<file path="src/hw/rtl/tbsb_pkg.sv">
// ---------------------------------------------------------------------------
// tbsb_pkg
// shared widths, codes and types for the torus brush blend pipeline
// ---------------------------------------------------------------------------
`default_nettype none
package tbsb_pkg;

    localparam int unsigned CFG_IDX_W = 4;
    localparam int unsigned DIFF_W    = 33;   // magnitude of a coordinate difference
    localparam int unsigned RAD_W     = 68;   // radicand of either root
    localparam int unsigned ROOT_W    = 36;   // root result width
    localparam int unsigned DIV_Q_W   = 17;   // blend ratio, q1.16, up to 1.0
    localparam int unsigned DIV_R_W   = 48;   // division remainder width
    localparam int unsigned FRAC_W    = 16;

    typedef enum logic [CFG_IDX_W-1:0] {
        REG_CENTER_X = 4'd0,
        REG_CENTER_Y = 4'd1,
        REG_CENTER_Z = 4'd2,
        REG_MAJOR    = 4'd3,
        REG_MINOR    = 4'd4,
        REG_FALLOFF  = 4'd5,
        REG_AIR      = 4'd6,
        REG_SOLID    = 4'd7
    } reg_idx_t;

    typedef enum logic [1:0] {
        CLS_OUT  = 2'd0,
        CLS_IN   = 2'd1,
        CLS_BAND = 2'd2
    } cls_t;

    // per-item flags that ride alongside the divider
    typedef struct packed {
        cls_t cls;
        logic dig;
        logic below;
    } blend_ctl_t;

endpackage
`default_nettype wire

</file>
<file path="src/hw/rtl/tbsb_div.sv">
// ---------------------------------------------------------------------------
// tbsb_div
// pipelined restoring divider for the falloff ratio, one quotient bit per stage
// ---------------------------------------------------------------------------
`default_nettype none
module tbsb_div (
    input  wire logic                          clk,
    input  wire logic                          rst_n,
    input  wire logic                          en,
    input  wire logic                          in_valid,
    input  wire logic [30:0]                   in_num,
    input  wire logic [30:0]                   divisor,
    input  wire tbsb_pkg::blend_ctl_t          in_ctl,
    output logic                               out_valid,
    output logic [tbsb_pkg::DIV_Q_W-1:0]       out_quo,
    output tbsb_pkg::blend_ctl_t               out_ctl
);
    import tbsb_pkg::*;

    logic               v_reg   [DIV_Q_W];
    logic [DIV_R_W-1:0] rem_reg [DIV_Q_W];
    logic [DIV_Q_W-1:0] q_reg   [DIV_Q_W];
    blend_ctl_t         ctl_reg [DIV_Q_W];

    for (genvar i = 0; i < DIV_Q_W; i++) begin : g_stage
        localparam int unsigned K = DIV_Q_W - 1 - i;
        logic               v_cur;
        logic [DIV_R_W-1:0] rem_cur;
        logic [DIV_Q_W-1:0] q_cur;
        blend_ctl_t         ctl_cur;
        logic [DIV_R_W-1:0] dsh;
        logic               take;

        if (i == 0) begin : g_first
            assign v_cur   = in_valid;
            assign rem_cur = DIV_R_W'({in_num, {FRAC_W{1'b0}}});
            assign q_cur   = '0;
            assign ctl_cur = in_ctl;
        end else begin : g_next
            assign v_cur   = v_reg[i-1];
            assign rem_cur = rem_reg[i-1];
            assign q_cur   = q_reg[i-1];
            assign ctl_cur = ctl_reg[i-1];
        end

        assign dsh  = DIV_R_W'(divisor) << K;
        assign take = rem_cur >= dsh;

        always_ff @(posedge clk or negedge rst_n)
        begin
            if (!rst_n)
            begin
                v_reg[i] <= 1'b0;
            end
            else if (en)
            begin
                v_reg[i] <= v_cur;
            end
        end

        always_ff @(posedge clk)
        begin
            if (en)
            begin
                rem_reg[i] <= take ? (rem_cur - dsh) : rem_cur;
                q_reg[i]   <= take ? (q_cur | (DIV_Q_W'(1) << K)) : q_cur;
                ctl_reg[i] <= ctl_cur;
            end
        end
    end

    assign out_valid = v_reg[DIV_Q_W-1];
    assign out_quo   = q_reg[DIV_Q_W-1];
    assign out_ctl   = ctl_reg[DIV_Q_W-1];
endmodule
`default_nettype wire

</file>
<file path="config.mk">
export PLATFORM = sky130hd
export DESIGN_NAME = tbsb_div
export DESIGN_NICKNAME = d
export VERILOG_FILES = /design/src/hw/rtl/tbsb_pkg.sv /design/src/hw/rtl/tbsb_div.sv
export SDC_FILE = /design/constraint.sdc
export NUM_CORES = 2
export LEC_CHECK = 0
export ABC_AREA = 1
export BUFFER_PORTS_ARGS = -buffer_cell sky130_fd_sc_hd__buf_2
export CAP_MARGIN = 20
export CORE_MARGIN = 3
export CORE_UTILIZATION = 59
export DETAILED_ROUTE_END_ITERATION = 6
export MAX_ROUTING_LAYER = met4
export PLACE_DENSITY = 0.74
export SETUP_SLACK_MARGIN = 0.4
export SYNTH_ARGS = -nofsm -noshare
export SYNTH_HDL_FRONTEND = slang
export SYNTH_SLANG_ARGS = --single-unit
</file>
<file path="constraint.sdc">
create_clock -name clk -period 2.1 [get_ports clk]
set_input_delay 0.21 -clock clk [delete_from_list [all_inputs] [get_ports clk]]
set_output_delay 0.21 -clock clk [all_outputs]
set_load 0.05 [all_outputs]
</file>
==> flow_summary_export.csv, run 1 <==
group,metric,value,unit
yosys,synthFlopType,"edfxtp_1",
yosys,synth_xor_area_share,3.01,%
yosys,muxShareOfSynthArea,0.0140,%
placed_design,post-dp-hpwl,270,mm
grt,track_usage,83.0,%
floorplanning,ios,92,
grt,grt_max_degree,67,
floorplanning,die_h,375,µm
yosys,synth_top_family_by_area,"simple AND/OR/NAND/NOR gates",
run_status,lastStage,"global routing (5_1_grt)",
run_status,outcome,"aborted with a tool error",
placed_design,dp.cells,17200,
placed_design,globalplace.congestion,1.14,
clock_tree,cts-htree-levels,3,
yosys,syn_area,80300,µm²
yosys,yosys_warnings,0,
sta,worst-ep-kind,"sequential cell input",
yosys,syn_nets,13200,
yosys,synth.distinct_cells,50,
yosys,yosys.area_share.simple,39.8,%
floorplanning,die_x,375,µm
clock_tree,clock_sinks,870,
yosys,syn_area_per_cell,6.36,µm²
clock_tree,cts_root_buf,"clkbuf_16",
yosys,syn_inst,12600,
clock_tree,clockBufferDepth,3,
grt,grt_overflow_total,823,
floorplanning,initial_core_util,59.8,%
placed_design,detailed_place.area,105000,µm²
yosys,synth_edf_count,853,
yosys,synth_compound_area_share,4.59,%
run_status,first-error,"[ERROR GRT-0232] Routing congestion too high. Check the congestion heatmap in the GUI.",
yosys,synthAdderAreaFrac,8.60,%
floorplanning,fp-row-count,134,
sta,postGrtWorstEndpoint,"rem_reg[0][708]$_DFFE_PP_/D",
placed_design,port_buffers,91,
yosys,ys_ff_latch,870,
yosys,seq_area_frac_synth,32.4,%
yosys,async_flop_share,1.95,%
clock_tree,cts_buffers,100,
==> kinds of logic after synthesis <==
kind of cell	Yosys count
AOI/OAI and AO/OA	693
DFF	870
and+or+nand+nor	7890
buffers and inverters	2361
adders and majority gates	542
muxes	1
xor gates and xnor gates	276
==> metrics by stage <==
stage / hold WS (ns) / worst slack, ns
after global placement: 0.131 / -0.731
after CTS: 0.00220 / -0.345
after floorplan: -0.0856 / -0.277
after detailed placement: 0.151 / -0.719
==> routing by layer <==
| metal | GRT overflow | GRT usage (%) |
|---|---|---|
| met4 | 272 | 82.2 |
| met3 | 62 | 69.0 |
| met1 | 64 | 82.5 |
| met2 | 425 | 94.7 |
| met5 | - | - |
==> Yosys cell counts, drive strengths merged (97+ instances only) <==
cell / number / share of area, %
nor3: 112 / 0.74
nand3: 770 / 4.9
edfxtp: 853 / 32
nand4: 174 / 1.4
xor2: 234 / 2.6
nand3b: 97 / 0.91
a21oi: 480 / 3.1
buf: 112 / 1.0
inv: 2241 / 10
o21ai: 163 / 1.1
nand2: 5581 / 26
nor2: 1106 / 5.2
ha: 526 / 8.2
==> timing repair <==
| item | in CTS |
|---|---|
| hold buffers | 38 |
| setup endpoints to repair | 649 |
| gates resized for setup | 897 |
| gates cloned | 35 |
| pin swaps | 206 |
| endpoints found under the hold margin | 61 |
| buffers inserted | 206 |
==> run 2: changes to the inputs <==
--- a/config.mk
+++ b/config.mk
@@ -9,11 +9,9 @@
 export BUFFER_PORTS_ARGS = -buffer_cell sky130_fd_sc_hd__buf_2
 export CAP_MARGIN = 20
 export CORE_MARGIN = 3
-export CORE_UTILIZATION = 59
+export CORE_UTILIZATION = 40
 export DETAILED_ROUTE_END_ITERATION = 6
-export MAX_ROUTING_LAYER = met4
-export PLACE_DENSITY = 0.74
-export SETUP_SLACK_MARGIN = 0.4
+export PLACE_DENSITY_LB_ADDON = 0.15
 export SYNTH_ARGS = -nofsm -noshare
 export SYNTH_HDL_FRONTEND = slang
 export SYNTH_SLANG_ARGS = --single-unit
==> constraint.sdc (replaced) <==
create_clock -name clk -period 2.73 [get_ports clk]
set_input_delay 0.273 -clock clk [delete_from_list [all_inputs] [get_ports clk]]
set_output_delay 0.273 -clock clk [all_outputs]
set_load 0.05 [all_outputs]
==> run 2 against run 1 <==
- the flow now finishes without violations
- area after synthesis is the same
- synthesized cell count unchanged
==> flow_summary_export.csv, run 2 <==
group,metric,value,unit
critical_path,start_kind,"flip-flop",
critical_path,crit_path_max_fanout,6,
final_layout,layout_common_cells,"nand2_1 (5541), inv_1 (2201), buf_4 (1867), nor2_1 (1069), edfxtp_1 (853)",
sta,hold_viol,0,
placed_design,globalplace.congestion,1.01,
critical_path,timing.rr.end,"rem_reg[0][375]",
yosys,async_flop_share,1.95,%
routing,wirelength,360,mm
final_layout,largest_register_ffs,632,
grt,grt_overflow_total,0,
routing,drc_errors,0,
yosys,synthFlopType,"edfxtp_1",
yosys,synth.most_common_cell,"nand2_1",
routing,drt_iter0_markers,8403,
yosys,syn_nets,13200,
final_layout,drive_gt1_share,16.8,%
grt,grt_pass1_vias,83200,
pwr,pwr-share-seq,24.5,%
critical_path,crit_start,"rem_reg[0][322]",
floorplanning,core,198000,µm²
routing,wire_per_inst,20.6,µm
clock_tree,cts-htree-levels,3,
clock_tree,cts_root_buf,"clkbuf_16",
critical_path,cp-end-kind,"flip-flop",
clock_tree,clk_latency,0.81,ns
critical_path,cp.required,3.25,ns
sta,period_share,99.0,%
yosys,ys_top_cells_by_count,"nand2_1 (5547), inv_1 (2231), nor2_1 (1089)",
sta,setup_slack,0.0279,ns
critical_path,worstSetupPathType,"flip-flop to flip-flop",
critical_path,crit_slowest_cell,"edfxtp_1",
sta,tightest_slew,0.854,ns
flow_run,max-cap-violations,0,
sta,finClkSkew,0.0464,ns
routing,vias,87800,
pwr,p_leak,55.8,nW
clock_tree,cts_buffers,110,
sta,fin_crit,2.70,ns
yosys,synth_largest_area_cell,"edfxtp_1",
critical_path,cp_common_cell,"nand2_1",
critical_path,crit_arrival,3.22,ns
placed_design,detailed_place.area,99400,µm²
yosys,syn_area,80300,µm²
final_layout,finalInstanceArea,104000,µm²
clock_tree,cts_tree,"built",
sta,setup_tns,0,ns
floorplanning,die_x,454,µm
routing,final_antenna_net_count,0,
pwr,power,105,mW
clock_tree,clockBufferDepth,3,
floorplanning,fp-row-count,163,
floorplanning,design.die.area,206000,µm²
yosys,synth.distinct_cells,50,
yosys,syn_inst,12600,
yosys,seq_area_frac_synth,32.4,%
floorplanning,ios,92,
placed_design,preCtsSetupSlack,-0.327,ns
run_status,outcome,"complete, no violations",
sta,fmax,370,MHz
critical_path,r2r_cells,13,
floorplanning,initial_core_util,40.5,%
critical_path,regToRegStartpoint,"rem_reg[0][322]",
worst_hold_path,worstHoldPathType,"input port to flip-flop",
pwr,peakVddDrop,631,µV
critical_path,reg2reg_slack,0.03,ns
routing,firstDrtPassIters,6,
pwr,clockPowerShare,15.3,%
pwr,p_comb_share,60.2,%
pwr,power.switching,48.9,mW
placed_design,port_buffers,91,
sta,fin_hold_ws,0.189,ns
pwr,internal_power,56.3,mW
final_layout,final-instance-count-excl-fill,17500,
critical_path,worstPathCellList,"ha_1 > nand2_1 > nor2_1 > nand2_1 > nor2_2 > nand3_1 > nor2_1 > nor2_1 > nand2_4 > inv_4 > buf_4 > nand2_1 > nand2_1",
final_layout,final_util,52.6,%
critical_path,max_stage_delay,0.52,ns
final_layout,fin_nets,15400,
yosys,synth_edf_count,853,
final_layout,layout_commonest_cell,"nand2_1",
sta,setup_viol,0,
clock_tree,clock_sinks,870,
critical_path,crit_end,"rem_reg[0][375]",
yosys,yosys_warnings,0,
grt,track_usage,34.0,%
final_layout,area_growth,30.0,%
placed_design,dp.cells,17200,
placed_design,post-dp-hpwl,298,mm
grt,grt_max_degree,83,
pwr,netSwitchingFraction,46.5,%
floorplanning,die_h,454,µm
worst_hold_path,min_from,"in_ctl[0]",
sta,report.final.slew_viol_count,0,
sta,maxSlewHeadroom,42.9,%
yosys,ys_ff_latch,870,
yosys,yosysTopAreaCellShare,31.9,%
routing,viasPerCell,5.02,
pwr,power_density,1010,nW/µm²
grt,grt_pass1_wl,520,mm
clock_tree,clk_pin_slew,0.07,ns
yosys,syn_area_per_cell,6.36,µm²
yosys,synthTopCellsByArea,"edfxtp_1 (32%), nand2_1 (26%), inv_1 (10%)",
grt,grt_antenna_before_repair,8,
## run 2: cell counts after synthesis
No cell type changed its count.
## run 2: area by class of cell
cell class,instances,area [µm²]
fill,20200,94000
multi-input combinational,9402,45400
sequential,870,26000
timing repair buffer,2117,17300
inverter,2242,8430
tap,2640,3300
clock buffer,122,2830
clock inverter,85,1130
antenna,7,17.5
## run 2: worst min path at each step
| stage | end | cells after the start | slack, ns |
|---|---|---|---|
| 2_1_floorplan | g_stage[10].v_cur | 0 | -0.02 |
| 3_3_place_gp | out_valid | 1 | 0.24 |
| 3_5_place_dp | out_valid | 1 | 0.26 |
| 4_1_cts | ctl_reg[0][0] | 2 | 0.13 |
| 5_1_grt | ctl_reg[0][0] | 2 | 0.18 |
| 6_report | ctl_reg[0][0] | 2 | 0.19 |
## run 2: cells by family after synthesis
family | count (synthesis) | synth area share, %
xor+xnor | 276 | 3.01
fa+ha+maj | 542 | 8.60
buf+inv | 2361 | 11.6
flops | 870 | 32.4
mux | 1 | 0.0140
simple gates | 7890 | 39.8
compound gates | 693 | 4.59
## run 2: what timing repair did
item / 4_1_cts / 5_1_grt
hold endpoints to repair: 70 / 0
hold buffers: 39 / 0
cloned: 0 / 2
resized for setup: 7 / 82
setup buffers: 5 / 20
endpoints found under the setup margin: 16 / 221
## run 2: worst max-delay path, delay by kind of cell (launching register included)
family	cells	cell delay [ns]
simple gates	10	1.19
buf+inv	2	0.22
flops	1	0.52
fa+ha+maj	1	0.49
## run 2: routing by layer
metal  track usage [%]  part of all wire, %
met1              43.0                   41
met2              57.0                   46
met3              3.58                  6.1
met4              18.4                  6.3
met5                 0               0.0078
## run 2: power groups by stage
stage / Clock, mW / Sequential, mW / Combinational, mW
6_report: 16.1 / 25.8 / 63.4
5_1_grt: 16.9 / 25.8 / 70.3
4_1_cts: 16.4 / 25.8 / 62.3
3_5_place_dp: 0 / 26.1 / 61.6
3_3_place_gp: 0 / 26.2 / 61.3
2_1_floorplan: 0 / 22.3 / 34.3
Power figures use the tool's default switching activity.
